### config.mk
export PLATFORM = sky130hd
export DESIGN_NAME = gemm_thread_grid_partition_core
export DESIGN_NICKNAME = d
export VERILOG_FILES = /design/src/rtl/gtgp_pkg.sv /design/src/rtl/gtgp_div.sv /design/src/rtl/gtgp_datapath.sv /design/src/rtl/gtgp_ctrl.sv /design/src/rtl/gemm_thread_grid_partition_core.sv
export VERILOG_INCLUDE_DIRS = /design/src /design/src/rtl
export SDC_FILE = /design/constraint.sdc
export NUM_CORES = 2
export LEC_CHECK = 0
export ABC_AREA = 1
export ABC_CLOCK_PERIOD_IN_PS = 23000
export BUFFER_PORTS_ARGS = -buffer_cell sky130_fd_sc_hd__buf_2
export CAP_MARGIN = 20
export CORE_ASPECT_RATIO = 1.5
export CORE_UTILIZATION = 23
export DETAILED_ROUTE_END_ITERATION = 8
export PLACE_DENSITY = 0.37
export SLEW_MARGIN = 20
export SYNTH_ARGS = -nofsm -noshare
export SYNTH_HDL_FRONTEND = slang
export SYNTH_SLANG_ARGS = --single-unit
### constraint.sdc
create_clock -name aclk -period 23 [get_ports aclk]
set_input_delay 2.3 -clock aclk [delete_from_list [all_inputs] [get_ports aclk]]
set_output_delay 2.3 -clock aclk [all_outputs]
set_load 0.01 [all_outputs]
### src/rtl/assert_macros.svh
// ---------------------------------------------------------------------------
// assertion macros
// clocked concurrent assertions, compiled out when SYNTH is defined
// ---------------------------------------------------------------------------
`ifndef ASSERT_MACROS_SVH
`define ASSERT_MACROS_SVH
`ifndef SYNTH
`define GTGP_ASSERT(lbl, prop, msg) \
    lbl: assert property (@(posedge aclk) disable iff (!aresetn) prop) else $error(msg);
`define GTGP_ASSERT_NR(lbl, prop, msg) \
    lbl: assert property (@(posedge aclk) prop) else $error(msg);
`else
`define GTGP_ASSERT(lbl, prop, msg)
`define GTGP_ASSERT_NR(lbl, prop, msg)
`endif
`endif

### src/rtl/gtgp_pkg.sv
// ---------------------------------------------------------------------------
// gtgp_pkg
// shared widths, command and status types of the thread grid partitioner
// ---------------------------------------------------------------------------
`timescale 1ns / 1ps

package gtgp_pkg;

    localparam int DIM_W = 31;
    localparam int THR_W = 11;
    localparam int BLK_W = 32;
    localparam int MUL_W = 43;
    localparam int P_W   = 21;
    localparam int R_W   = 6;
    localparam int CNT_W = 6;
    localparam int IN_W  = 104;
    localparam int OUT_W = 136;

    localparam logic [THR_W-1:0] MAX_THREADS = 11'd1024;
    localparam logic [8:0]       K_MIN_BLK   = 9'd385;

    typedef enum logic [3:0] {
        OP_NONE,
        OP_LOAD,
        OP_OUT_SINGLE,
        OP_PROD,
        OP_OTHER_INC,
        OP_TN_NTHR,
        OP_TM_NTHR,
        OP_DEC,
        OP_INC,
        OP_R_CLR,
        OP_R_INC,
        OP_REF_SET,
        OP_REF_DEC,
        OP_OUT
    } op_t;

    typedef enum logic [2:0] {
        M_NONE,
        M_P_OTHER,
        M_TMTN,
        M_R1SQ,
        M_BMTM,
        M_BNTN,
        M_BKTK
    } msel_t;

    typedef enum logic [3:0] {
        D_USED,
        D_NTHR,
        D_REF_M,
        D_REF_N,
        D_BM,
        D_BN,
        D_BK,
        D_TM2,
        D_TN2,
        D_TK2
    } dsel_t;

    typedef struct packed {
        op_t   op;
        msel_t msel;
        dsel_t dsel;
        logic  div_start;
    } cmd_t;

    typedef struct packed {
        logic single;
        logic out_free;
        logic div_done;
        logic ksa;
        logic k_room;
        logic mgt;
        logic mlt;
        logic tm_one;
        logic tn_one;
        logic tm_gt1;
        logic tn_gt1;
        logic side_m;
        logic ref_more;
    } status_t;

endpackage

### src/rtl/gtgp_div.sv
// ---------------------------------------------------------------------------
// gtgp_div
// restoring divider, one quotient bit per cycle
// ---------------------------------------------------------------------------
`timescale 1ns / 1ps

module gtgp_div (
    input  logic                         aclk,
    input  logic                         aresetn,
    input  logic                         start,
    input  logic [gtgp_pkg::BLK_W-1:0]   dividend,
    input  logic [gtgp_pkg::BLK_W-1:0]   divisor,
    output logic                         done,
    output logic [gtgp_pkg::BLK_W-1:0]   quotient,
    output logic [gtgp_pkg::BLK_W-1:0]   remainder
);

    logic                         busy_reg, busy_next;
    logic                         done_reg, done_next;
    logic [gtgp_pkg::CNT_W-1:0]   cnt_reg, cnt_next;
    logic [gtgp_pkg::BLK_W-1:0]   q_reg, q_next;
    logic [gtgp_pkg::BLK_W-1:0]   r_reg, r_next;
    logic [gtgp_pkg::BLK_W-1:0]   d_reg, d_next;
    logic [gtgp_pkg::BLK_W:0]     trial;
    logic [gtgp_pkg::BLK_W:0]     diff;
    logic                         fits;

    assign trial = {r_reg, q_reg[gtgp_pkg::BLK_W-1]};
    assign diff  = trial - {1'b0, d_reg};
    assign fits  = trial >= {1'b0, d_reg};

    always_comb begin
        busy_next = busy_reg;
        done_next = 1'b0;
        cnt_next  = cnt_reg;
        q_next    = q_reg;
        r_next    = r_reg;
        d_next    = d_reg;
        if (start) begin
            busy_next = 1'b1;
            cnt_next  = gtgp_pkg::CNT_W'(gtgp_pkg::BLK_W);
            q_next    = dividend;
            r_next    = '0;
            d_next    = divisor;
        end else if (busy_reg) begin
            q_next   = {q_reg[gtgp_pkg::BLK_W-2:0], fits};
            r_next   = fits ? diff[gtgp_pkg::BLK_W-1:0] : trial[gtgp_pkg::BLK_W-1:0];
            cnt_next = cnt_reg - 1'b1;
            if (cnt_reg == gtgp_pkg::CNT_W'(1)) begin
                busy_next = 1'b0;
                done_next = 1'b1;
            end
        end
    end

    always_ff @(posedge aclk) begin
        if (!aresetn) begin
            busy_reg <= 1'b0;
            done_reg <= 1'b0;
            cnt_reg  <= '0;
        end else begin
            busy_reg <= busy_next;
            done_reg <= done_next;
            cnt_reg  <= cnt_next;
        end
    end

    always_ff @(posedge aclk) begin
        q_reg <= q_next;
        r_reg <= r_next;
        d_reg <= d_next;
    end

    assign done      = done_reg;
    assign quotient  = q_reg;
    assign remainder = r_reg;

endmodule

### src/rtl/gtgp_datapath.sv
// ---------------------------------------------------------------------------
// gtgp_datapath
// working registers, shared multiplier and divider, output register
// ---------------------------------------------------------------------------
`timescale 1ns / 1ps

module gtgp_datapath (
    input  logic                         aclk,
    input  logic                         aresetn,
    input  logic [gtgp_pkg::IN_W-1:0]    s_tdata,
    input  logic                         cfg_wr_en,
    input  logic                         cfg_wr_data,
    input  gtgp_pkg::cmd_t               cmd,
    output gtgp_pkg::status_t            st,
    output logic                         m_tvalid,
    input  logic                         m_tready,
    output logic [gtgp_pkg::OUT_W-1:0]   m_tdata
);

    logic [gtgp_pkg::DIM_W-1:0] m_reg, n_reg, k_reg;
    logic [gtgp_pkg::THR_W-1:0] total_reg, tm_reg, tn_reg, tk_reg, nthr_reg, other_reg;
    logic [gtgp_pkg::P_W-1:0]   p_reg;
    logic [gtgp_pkg::R_W-1:0]   r_reg;
    logic                       side_m_reg;
    logic                       ksa_reg;
    logic [gtgp_pkg::BLK_W-1:0] bm_reg, bn_reg, bk_reg;
    logic [gtgp_pkg::THR_W-1:0] otm_reg, otn_reg, otk_reg;
    logic [gtgp_pkg::BLK_W-1:0] obm_reg, obn_reg, obk_reg;
    logic                       out_valid_reg;

    logic [gtgp_pkg::DIM_W-1:0] in_m, in_n, in_k;
    logic [gtgp_pkg::THR_W-1:0] in_total, total_sat, tm_init, tn_init;
    logic [gtgp_pkg::BLK_W-1:0] m_sum63;
    logic [gtgp_pkg::BLK_W-1:0] n_sum47;
    logic [24:0]                n_prod;

    logic [gtgp_pkg::BLK_W-1:0] dvd, dvs, div_quo, div_rem;
    logic                       div_done;

    logic [gtgp_pkg::BLK_W-1:0] mul_a;
    logic [gtgp_pkg::THR_W-1:0] mul_b;
    logic [gtgp_pkg::DIM_W-1:0] mul_tgt;
    logic [gtgp_pkg::MUL_W-1:0] mul_res;
    logic [gtgp_pkg::R_W:0]     r_p1;

    logic [20:0]                kmin;
    logic [gtgp_pkg::THR_W-1:0] used;
    logic [14:0]                used10, tot9;
    logic [gtgp_pkg::BLK_W-1:0] m_sum15, bm_sum, bk_sum;
    logic [27:0]                capm;
    logic [gtgp_pkg::DIM_W-1:0] capn;
    logic [gtgp_pkg::R_W-1:0]   rm, rn;

    assign in_m     = s_tdata[30:0];
    assign in_n     = s_tdata[61:31];
    assign in_k     = s_tdata[92:62];
    assign in_total = s_tdata[103:93];

    assign total_sat = (in_total > gtgp_pkg::MAX_THREADS) ? gtgp_pkg::MAX_THREADS : in_total;
    assign m_sum63   = {1'b0, in_m} + 32'd63;
    assign tm_init   = ({6'd0, m_sum63[31:6]} > 32'(total_sat)) ? total_sat
                                                                : m_sum63[16:6];

    // ceil(n/48) as ((n+47)/16)/3, reciprocal of 3 exact below 8192
    assign n_sum47 = {1'b0, in_n} + 32'd47;
    assign n_prod  = 25'(n_sum47[16:4]) * 25'd2731;
    assign tn_init = ((n_sum47[31:17] != '0) || (n_prod[24:13] > 12'(total_sat)))
                   ? total_sat : n_prod[23:13];

    // divider operands
    always_comb begin
        case (cmd.dsel)
            gtgp_pkg::D_USED: begin
                dvd = 32'(total_reg);
                dvs = 32'(other_reg);
            end
            gtgp_pkg::D_NTHR: begin
                dvd = 32'(total_reg);
                dvs = 32'(tk_reg);
            end
            gtgp_pkg::D_REF_M: begin
                dvd = 32'(nthr_reg);
                dvs = 32'(tm_reg);
            end
            gtgp_pkg::D_REF_N: begin
                dvd = 32'(nthr_reg);
                dvs = 32'(tn_reg);
            end
            gtgp_pkg::D_BM: begin
                dvd = {1'b0, m_reg} + 32'(tm_reg) - 32'd1;
                dvs = 32'(tm_reg);
            end
            gtgp_pkg::D_BN: begin
                dvd = {1'b0, n_reg} + 32'(tn_reg) - 32'd1;
                dvs = 32'(tn_reg);
            end
            gtgp_pkg::D_BK: begin
                dvd = {1'b0, k_reg} + 32'(tk_reg) - 32'd1;
                dvs = 32'(tk_reg);
            end
            gtgp_pkg::D_TM2: begin
                dvd = {1'b0, m_reg} + bm_reg - 32'd1;
                dvs = bm_reg;
            end
            gtgp_pkg::D_TN2: begin
                dvd = {1'b0, n_reg} + bn_reg - 32'd1;
                dvs = bn_reg;
            end
            gtgp_pkg::D_TK2: begin
                dvd = {1'b0, k_reg} + bk_reg - 32'd1;
                dvs = bk_reg;
            end
            default: begin
                dvd = '0;
                dvs = 32'd1;
            end
        endcase
    end

    gtgp_div u_div (
        .aclk      (aclk),
        .aresetn   (aresetn),
        .start     (cmd.div_start),
        .dividend  (dvd),
        .divisor   (dvs),
        .done      (div_done),
        .quotient  (div_quo),
        .remainder (div_rem)
    );

    // shared multiplier and compare
    assign r_p1 = {1'b0, r_reg} + 7'd1;

    always_comb begin
        case (cmd.msel)
            gtgp_pkg::M_P_OTHER: begin
                mul_a   = 32'(p_reg);
                mul_b   = other_reg;
                mul_tgt = 31'(total_reg);
            end
            gtgp_pkg::M_TMTN: begin
                mul_a   = 32'(tm_reg);
                mul_b   = tn_reg;
                mul_tgt = 31'(nthr_reg);
            end
            gtgp_pkg::M_R1SQ: begin
                mul_a   = 32'(r_p1);
                mul_b   = 11'(r_p1);
                mul_tgt = 31'(nthr_reg);
            end
            gtgp_pkg::M_BMTM: begin
                mul_a   = bm_reg;
                mul_b   = tm_reg;
                mul_tgt = m_reg;
            end
            gtgp_pkg::M_BNTN: begin
                mul_a   = bn_reg;
                mul_b   = tn_reg;
                mul_tgt = n_reg;
            end
            gtgp_pkg::M_BKTK: begin
                mul_a   = bk_reg;
                mul_b   = tk_reg;
                mul_tgt = k_reg;
            end
            default: begin
                mul_a   = '0;
                mul_b   = '0;
                mul_tgt = '0;
            end
        endcase
    end

    assign mul_res = 43'(mul_a) * 43'(mul_b);

    assign kmin   = 21'({1'b0, other_reg} + 12'd1) * 21'(gtgp_pkg::K_MIN_BLK);
    assign used   = total_reg - div_rem[10:0];
    assign used10 = 15'(used) * 15'd10;
    assign tot9   = 15'(total_reg) * 15'd9;

    assign m_sum15 = {1'b0, m_reg} + 32'd15;
    assign capm    = (m_sum15[31:4] == '0) ? 28'd1 : m_sum15[31:4];
    assign capn    = (n_reg == '0) ? 31'd1 : n_reg;
    assign rm      = (28'(r_reg) > capm) ? capm[5:0] : r_reg;
    assign rn      = (31'(r_reg) > capn) ? capn[5:0] : r_reg;

    assign bm_sum   = div_quo + 32'd15;
    assign bk_sum   = div_quo + 32'd3;

    // control registers
    always_ff @(posedge aclk) begin
        if (!aresetn) begin
            ksa_reg       <= 1'b1;
            out_valid_reg <= 1'b0;
        end else begin
            if (cfg_wr_en) begin
                ksa_reg <= cfg_wr_data;
            end
            if (cmd.op == gtgp_pkg::OP_OUT || cmd.op == gtgp_pkg::OP_OUT_SINGLE) begin
                out_valid_reg <= 1'b1;
            end else if (m_tready) begin
                out_valid_reg <= 1'b0;
            end
        end
    end

    // working registers
    always_ff @(posedge aclk) begin
        case (cmd.op)
            gtgp_pkg::OP_LOAD: begin
                m_reg     <= in_m;
                n_reg     <= in_n;
                k_reg     <= in_k;
                total_reg <= total_sat;
                tm_reg    <= tm_init;
                tn_reg    <= tn_init;
                tk_reg    <= 11'd1;
                other_reg <= 11'd1;
            end
            gtgp_pkg::OP_PROD: begin
                p_reg <= mul_res[20:0];
            end
            gtgp_pkg::OP_OTHER_INC: begin
                other_reg <= other_reg + 11'd1;
            end
            gtgp_pkg::OP_TN_NTHR: begin
                tn_reg <= nthr_reg;
            end
            gtgp_pkg::OP_TM_NTHR: begin
                tm_reg <= nthr_reg;
            end
            gtgp_pkg::OP_DEC: begin
                if (tm_reg > tn_reg) begin
                    tm_reg <= tm_reg - 11'd1;
                end else begin
                    tn_reg <= tn_reg - 11'd1;
                end
            end
            gtgp_pkg::OP_INC: begin
                if (tm_reg < tn_reg) begin
                    tm_reg <= tm_reg + 11'd1;
                end else begin
                    tn_reg <= tn_reg + 11'd1;
                end
            end
            gtgp_pkg::OP_R_CLR: begin
                r_reg      <= '0;
                side_m_reg <= (tm_reg <= tn_reg);
            end
            gtgp_pkg::OP_R_INC: begin
                r_reg <= r_reg + 6'd1;
            end
            gtgp_pkg::OP_REF_SET: begin
                if (side_m_reg) begin
                    tm_reg <= 11'(rm);
                end else begin
                    tn_reg <= 11'(rn);
                end
            end
            gtgp_pkg::OP_REF_DEC: begin
                if (side_m_reg) begin
                    tm_reg <= tm_reg - 11'd1;
                end else begin
                    tn_reg <= tn_reg - 11'd1;
                end
            end
            gtgp_pkg::OP_OUT: begin
                otm_reg <= tm_reg;
                otn_reg <= tn_reg;
                otk_reg <= tk_reg;
                obm_reg <= bm_reg;
                obn_reg <= bn_reg;
                obk_reg <= bk_reg;
            end
            gtgp_pkg::OP_OUT_SINGLE: begin
                otm_reg <= 11'd1;
                otn_reg <= 11'd1;
                otk_reg <= 11'd1;
                obm_reg <= {1'b0, m_reg};
                obn_reg <= {1'b0, n_reg};
                obk_reg <= {1'b0, k_reg};
            end
            default: begin
            end
        endcase

        if (div_done) begin
            case (cmd.dsel)
                gtgp_pkg::D_USED: begin
                    if (used10 > tot9) begin
                        tk_reg <= other_reg;
                    end
                end
                gtgp_pkg::D_NTHR:  nthr_reg <= div_quo[10:0];
                gtgp_pkg::D_REF_M: tn_reg <= div_quo[10:0];
                gtgp_pkg::D_REF_N: tm_reg <= div_quo[10:0];
                gtgp_pkg::D_BM:    bm_reg <= {bm_sum[31:4], 4'd0};
                gtgp_pkg::D_BN:    bn_reg <= div_quo;
                gtgp_pkg::D_BK:    bk_reg <= {bk_sum[31:2], 2'd0};
                gtgp_pkg::D_TM2:   tm_reg <= div_quo[10:0];
                gtgp_pkg::D_TN2:   tn_reg <= div_quo[10:0];
                gtgp_pkg::D_TK2:   tk_reg <= div_quo[10:0];
                default: begin
                end
            endcase
        end
    end

    assign st.single   = (total_reg <= 11'd1);
    assign st.out_free = !out_valid_reg || m_tready;
    assign st.div_done = div_done;
    assign st.ksa      = ksa_reg;
    assign st.k_room   = (other_reg < total_reg) && (31'(kmin) <= k_reg);
    assign st.mgt      = mul_res > 43'(mul_tgt);
    assign st.mlt      = mul_res < 43'(mul_tgt);
    assign st.tm_one   = (tm_reg == 11'd1);
    assign st.tn_one   = (tn_reg == 11'd1);
    assign st.tm_gt1   = (tm_reg > 11'd1);
    assign st.tn_gt1   = (tn_reg > 11'd1);
    assign st.side_m   = side_m_reg;
    assign st.ref_more = side_m_reg ? (tm_reg > 11'd1) : (tn_reg > 11'd1);

    assign m_tvalid = out_valid_reg;
    assign m_tdata  = {7'd0, obk_reg, obn_reg, obm_reg, otk_reg, otn_reg, otm_reg};

endmodule

### src/rtl/gtgp_ctrl.sv
// ---------------------------------------------------------------------------
// gtgp_ctrl
// sequencer for the partition steps, drives the datapath by commands
// ---------------------------------------------------------------------------
`timescale 1ns / 1ps

module gtgp_ctrl (
    input  logic                aclk,
    input  logic                aresetn,
    input  logic                s_tvalid,
    output logic                s_tready,
    input  gtgp_pkg::status_t   st,
    output gtgp_pkg::cmd_t      cmd
);

    typedef enum logic [16:0] {
        S_IDLE    = 17'h00001,
        S_CHK     = 17'h00002,
        S_DSTART  = 17'h00004,
        S_DWAIT   = 17'h00008,
        S_PROD    = 17'h00010,
        S_KCHK    = 17'h00020,
        S_FIX1    = 17'h00040,
        S_FIX2    = 17'h00080,
        S_DEC     = 17'h00100,
        S_INC     = 17'h00200,
        S_REFCHK  = 17'h00400,
        S_SQRT    = 17'h00800,
        S_REFLOOP = 17'h01000,
        S_TRIMM   = 17'h02000,
        S_TRIMN   = 17'h04000,
        S_TRIMK   = 17'h08000,
        S_OUT     = 17'h10000
    } state_t;

    state_t          state_reg, state_next;
    gtgp_pkg::dsel_t dsel_reg, dsel_next;

    always_comb begin
        state_next    = state_reg;
        dsel_next     = dsel_reg;
        cmd.op        = gtgp_pkg::OP_NONE;
        cmd.msel      = gtgp_pkg::M_NONE;
        cmd.dsel      = dsel_reg;
        cmd.div_start = 1'b0;
        s_tready      = 1'b0;
        case (state_reg)
            S_IDLE: begin
                s_tready = 1'b1;
                if (s_tvalid) begin
                    cmd.op     = gtgp_pkg::OP_LOAD;
                    state_next = S_CHK;
                end
            end
            S_CHK: begin
                if (st.single) begin
                    if (st.out_free) begin
                        cmd.op     = gtgp_pkg::OP_OUT_SINGLE;
                        state_next = S_IDLE;
                    end
                end else begin
                    state_next = S_PROD;
                end
            end
            S_DSTART: begin
                cmd.div_start = 1'b1;
                state_next    = S_DWAIT;
            end
            S_DWAIT: begin
                if (st.div_done) begin
                    case (dsel_reg)
                        gtgp_pkg::D_USED:  state_next = S_KCHK;
                        gtgp_pkg::D_NTHR:  state_next = S_FIX1;
                        gtgp_pkg::D_REF_M,
                        gtgp_pkg::D_REF_N: state_next = S_REFLOOP;
                        gtgp_pkg::D_BM: begin
                            dsel_next  = gtgp_pkg::D_BN;
                            state_next = S_DSTART;
                        end
                        gtgp_pkg::D_BN: begin
                            dsel_next  = gtgp_pkg::D_BK;
                            state_next = S_DSTART;
                        end
                        gtgp_pkg::D_BK:    state_next = S_TRIMM;
                        gtgp_pkg::D_TM2:   state_next = S_TRIMN;
                        gtgp_pkg::D_TN2:   state_next = S_TRIMK;
                        gtgp_pkg::D_TK2:   state_next = S_OUT;
                        default:           state_next = S_IDLE;
                    endcase
                end
            end
            S_PROD: begin
                cmd.msel   = gtgp_pkg::M_TMTN;
                cmd.op     = gtgp_pkg::OP_PROD;
                state_next = S_KCHK;
            end
            S_KCHK: begin
                cmd.msel   = gtgp_pkg::M_P_OTHER;
                state_next = S_DSTART;
                if (st.ksa && st.k_room && st.mlt) begin
                    cmd.op    = gtgp_pkg::OP_OTHER_INC;
                    dsel_next = gtgp_pkg::D_USED;
                end else begin
                    dsel_next = gtgp_pkg::D_NTHR;
                end
            end
            S_FIX1: begin
                if (st.tm_one) begin
                    cmd.op = gtgp_pkg::OP_TN_NTHR;
                end
                state_next = S_FIX2;
            end
            S_FIX2: begin
                if (st.tn_one) begin
                    cmd.op = gtgp_pkg::OP_TM_NTHR;
                end
                state_next = S_DEC;
            end
            S_DEC: begin
                cmd.msel = gtgp_pkg::M_TMTN;
                if (st.mgt) begin
                    cmd.op = gtgp_pkg::OP_DEC;
                end else begin
                    state_next = S_INC;
                end
            end
            S_INC: begin
                cmd.msel = gtgp_pkg::M_TMTN;
                if (st.mlt) begin
                    cmd.op = gtgp_pkg::OP_INC;
                end else begin
                    state_next = S_REFCHK;
                end
            end
            S_REFCHK: begin
                cmd.msel = gtgp_pkg::M_TMTN;
                if (st.mgt && st.tm_gt1 && st.tn_gt1) begin
                    cmd.op     = gtgp_pkg::OP_R_CLR;
                    state_next = S_SQRT;
                end else begin
                    dsel_next  = gtgp_pkg::D_BM;
                    state_next = S_DSTART;
                end
            end
            S_SQRT: begin
                cmd.msel = gtgp_pkg::M_R1SQ;
                if (!st.mgt) begin
                    cmd.op = gtgp_pkg::OP_R_INC;
                end else begin
                    cmd.op     = gtgp_pkg::OP_REF_SET;
                    dsel_next  = st.side_m ? gtgp_pkg::D_REF_M : gtgp_pkg::D_REF_N;
                    state_next = S_DSTART;
                end
            end
            S_REFLOOP: begin
                cmd.msel   = gtgp_pkg::M_TMTN;
                state_next = S_DSTART;
                if (st.ref_more && (st.mgt || st.mlt)) begin
                    cmd.op = gtgp_pkg::OP_REF_DEC;
                end else begin
                    dsel_next = gtgp_pkg::D_BM;
                end
            end
            S_TRIMM: begin
                cmd.msel = gtgp_pkg::M_BMTM;
                if (st.mgt) begin
                    dsel_next  = gtgp_pkg::D_TM2;
                    state_next = S_DSTART;
                end else begin
                    state_next = S_TRIMN;
                end
            end
            S_TRIMN: begin
                cmd.msel = gtgp_pkg::M_BNTN;
                if (st.mgt) begin
                    dsel_next  = gtgp_pkg::D_TN2;
                    state_next = S_DSTART;
                end else begin
                    state_next = S_TRIMK;
                end
            end
            S_TRIMK: begin
                cmd.msel = gtgp_pkg::M_BKTK;
                if (st.mgt) begin
                    dsel_next  = gtgp_pkg::D_TK2;
                    state_next = S_DSTART;
                end else begin
                    state_next = S_OUT;
                end
            end
            S_OUT: begin
                if (st.out_free) begin
                    cmd.op     = gtgp_pkg::OP_OUT;
                    state_next = S_IDLE;
                end
            end
            default: begin
                state_next = S_IDLE;
            end
        endcase
    end

    always_ff @(posedge aclk) begin
        if (!aresetn) begin
            state_reg <= S_IDLE;
            dsel_reg  <= gtgp_pkg::D_USED;
        end else begin
            state_reg <= state_next;
            dsel_reg  <= dsel_next;
        end
    end

endmodule

### src/rtl/gemm_thread_grid_partition_core.sv
// ---------------------------------------------------------------------------
// gemm_thread_grid_partition_core
// splits a gemm of size m x n x k over a thread count into a 3d thread grid
// ---------------------------------------------------------------------------
// One transaction in, one transaction out. A single thread is written to the
// output register from the check state once that register is free. Otherwise
// the time is set by the shared restoring divider, which runs 4 + S + R + T
// divisions, and by the one-step-per-cycle balancing loops, where S is the
// number of k split candidates tried (up to the thread count), R the divisor
// search steps (up to 32) and T the thread counts trimmed (up to 3). The worst
// case is a tiny m x n with very deep k and 1024 threads. A finished result
// waits in the output register while the next transaction is taken.
// k_split_allowed may be written only while the block is idle.
`timescale 1ns / 1ps
`include "assert_macros.svh"

module gemm_thread_grid_partition_core (
    input  logic                         aclk,
    input  logic                         aresetn,
    // rows_m[30:0], cols_n[61:31], depth_k[92:62], thread_total[103:93]
    input  logic [gtgp_pkg::IN_W-1:0]    s_tdata,
    input  logic                         s_tvalid,
    output logic                         s_tready,
    // threads_m[10:0], threads_n[21:11], threads_k[32:22],
    // block_m[64:33], block_n[96:65], block_k[128:97]
    output logic [gtgp_pkg::OUT_W-1:0]   m_tdata,
    output logic                         m_tvalid,
    input  logic                         m_tready,
    input  logic                         cfg_wr_en,
    input  logic                         cfg_wr_data
);

    gtgp_pkg::cmd_t    cmd;
    gtgp_pkg::status_t st;
    logic              out_load;

    assign out_load = (cmd.op == gtgp_pkg::OP_OUT) || (cmd.op == gtgp_pkg::OP_OUT_SINGLE);

    gtgp_ctrl u_ctrl (
        .aclk     (aclk),
        .aresetn  (aresetn),
        .s_tvalid (s_tvalid),
        .s_tready (s_tready),
        .st       (st),
        .cmd      (cmd)
    );

    gtgp_datapath u_dp (
        .aclk        (aclk),
        .aresetn     (aresetn),
        .s_tdata     (s_tdata),
        .cfg_wr_en   (cfg_wr_en),
        .cfg_wr_data (cfg_wr_data),
        .cmd         (cmd),
        .st          (st),
        .m_tvalid    (m_tvalid),
        .m_tready    (m_tready),
        .m_tdata     (m_tdata)
    );

    `GTGP_ASSERT(a_busy_after_accept, (s_tvalid && s_tready) |=> !s_tready, "accepted while busy")
    `GTGP_ASSERT(a_no_overwrite, out_load |-> st.out_free, "result overwritten")
    `GTGP_ASSERT_NR(a_load_on_accept, (cmd.op == gtgp_pkg::OP_LOAD) |-> (s_tvalid && s_tready), "load without transaction")

endmodule
==> flow_summary.ini <==
[synth]
ys_types = 70
ys.flop_type = edfxtp_1
synth_area_um2 = 64600
synth_seq_cells = 533
ys_warn_count = 0
synth.area.top_cells = edfxtp_1 20%, ha_1 15%, nand2_1 11%
synth_edf_count = 437
synth_top_cell_by_area = edfxtp_1
async_reset_ff_share_pct = 0
avgSynthCellArea_um2 = 7.21
ys_seq_area_share_pct = 23.3
synth_top_area_share_pct = 20.3
netlist_instances = 8955

[layout]
drive_above_1_share_pct = 6.94
finalInstanceArea_um2 = 73000
fin_nets = 10400
layout_common_cells = 1935 x nand2_1, 1791 x inv_1, 768 x ha_1, 754 x nor2_1, 538 x a21oi_1
area_delta_synth_final_pct = 12.9
fillCellCount = 31000
layout_commonest_cell = nand2_1
fin_util_pct = 26.2

[critical_path]
crit_path_end_kind = flop
max_stage_delay_ns = 0.64
critPathMaxFanout = 22
cp_common_cell = nand2_1
slowest_stage = nand3_2
required_ns = 23.64
cp.arrival_ns = 12.82
worstRegToRegCells = 53
start_kind = flop
crit_type = flop to flop

[outcome]
status = complete, no violations

[route]
wl_per_cell_um = 26.4
vias = 62900
drt_iter0_drc = 4729
wl_um = 343000
drtAntennaViolNets = 0
firstDrtPassIters = 6
drcViolationCount = 0
viasPerCell = 4.85

[clocking]
cts_sinks = 533
root_buffer = clkbuf_16
path_clk_slew_ns = 0.07
clk_latency_ns = 0.72
cts_tree = yes
post_cts_buffers = 0
postCtsHoldBufs = 0
cts_made_buffers = 69
cts_resized = 0
cts.htree.levels = 3
ctsLongestPathBuffers = 3

[die]
io_pins = 248
coreArea_um2 = 278000
fp.dieH_um = 651
initial_core_util_pct = 23.2
die_w_um = 435
rows = 237
dieArea_um2 = 283000

[place]
dpl-instance-area_um2 = 70600
place_congestion = 0.983
dpl.hpwl_um = 289000
io_buffers = 240

[timing]
drv_slew = 0
setup_tns_ns = 0
rsz0062_at_grt = no
fmax_mhz = 82.0
post-route-period-util_pct = 53.0
worst_pin_slew_ns = 1.33
finalHoldViolCount = 0
hold_ws_ns = 0.482
min_period_ns = 12.19
slew_headroom_pct = 10.6
finClkSkew_ns = 0.0419
finalSetupViolCount = 0

[global_routing]
grt_pass1_vias = 64300
grt_pass1_wl_um = 477000
antenna_found_initial = 33
gr-total-overflow = 0
track_usage_pct = 23.8
grt_max_degree = 86

[hold_path]
hold_path.class = flop to flop
hold_path_depth = 2

[power]
peakVddDrop_mv = 0.104
power_density_nw_per_um2 = 93.6
power.leakage_uw = 0.0359

[run]
cap_viol_max_count = 0
## path summary, 6_finish.rpt
path / slack [ns] / startpoint / end
worst min-delay path: 0.48 / u_dp.u_div.remainder[25]$_SDFFE_PP0P_ / u_dp.u_div.remainder[25]$_SDFFE_PP0P_
worst max register to register: 10.81 / u_ctrl.state_reg[2]$_SDFFE_PN0P_ / u_dp.tm_reg[5]$_DFF_P_
worst max-delay path: 10.81 / u_ctrl.state_reg[2]$_SDFFE_PN0P_ / u_dp.tm_reg[5]$_DFF_P_
worst min register to register: 0.48 / u_dp.u_div.remainder[25]$_SDFFE_PP0P_ / u_dp.u_div.remainder[25]$_SDFFE_PP0P_
## stage by stage
| step | total power [uW] | setup slack, ns | std cells |
|---|---|---|---|
| 2_1_floorplan | 4070 | 13.69 | 8961 |
| 3_3_place_gp | 5640 | 10.43 | 12800 |
| 3_5_place_dp | 5660 | 10.82 | 12800 |
| 4_1_cts | 6870 | 10.74 | 12900 |
| 5_1_grt | 7370 | 10.07 | 12900 |
| 6_report | 6830 | 10.81 | 13000 |
## Yosys cell counts, types with 12 or more instances
library cell,instances
nor3_1,127
nor4_1,42
o21a_1,24
a221oi_1,25
fa_1,327
nand3b_1,14
buf_1,13
nor2_2,17
clkbuf_1,156
o21bai_1,28
dfxtp_1,96
a21oi_1,539
o2111ai_1,13
nor2_1,762
a21boi_0,15
o22ai_1,118
nand4_1,128
inv_2,12
xor2_1,212
or2_2,58
o211ai_1,24
a31oi_1,35
nand2_1,1942
edfxtp_1,437
ha_1,768
a211oi_1,19
nand2_2,13
o21ai_0,517
inv_1,1792
o221ai_1,40
clkinv_1,23
a21o_1,22
buf_2,44
nand3_1,378
xnor2_1,56
## power breakdown
group	internal [uW]	leakage (uW)	switching, uW
Sequential	1150	0.00477	199
Clock	639	0.00108	524
Combinational	1380	0.0301	2930
Total	3170	0.0359	3650
## critical path: cells and delay by family, from the launching register on
family / cells / cell delay, ns
AO/OA/AOI/OAI: 3 / 0.75
XOR/XNOR: 1 / 0.21
adder cells (fa/ha/maj): 7 / 3.35
buffers and inverters: 10 / 1.71
flip-flops: 1 / 0.34
AND/OR/NAND/NOR: 32 / 5.63
## logic make-up (layout without fill, tap and decap cells)
| group | Yosys count | in the layout | synth area share [%] |
|---|---|---|---|
| flops | 533 | 533 | 23.3 |
| other cells | 1 | 27 | 0.00581 |
| buf+inv | 2056 | 2331 | 12.1 |
| compound gates | 1478 | 1478 | 13.0 |
| simple gates | 3524 | 3524 | 22.9 |
| fa+ha+maj | 1095 | 1095 | 25.0 |
| xor+xnor | 268 | 268 | 3.63 |
## final cells by class
| type | count | area, um^2 | area share [%] |
|---|---|---|---|
| inverters | 1827 | 6860 | 9.40 |
| repair buffers | 379 | 2240 | 3.08 |
| diodes | 20 | 50.0 | 0.0686 |
| flip-flops and latches | 533 | 15000 | 20.6 |
| clock inverters | 43 | 423 | 0.580 |
| clock buffers | 82 | 1830 | 2.51 |
| well taps | 3704 | 4630 | 6.35 |
| multi-input cells | 6372 | 41900 | 57.4 |
## per-layer routing
metal	global-route usage, %	vias to the layer above	part of all wire [%]
li1	-	29500	-
met5	0	-	0.017
met3	2.31	491	4.4
met4	12.9	10	6.4
met2	43.4	1933	51
met1	26.8	30900	38
(Power assumes the default switching activity.)
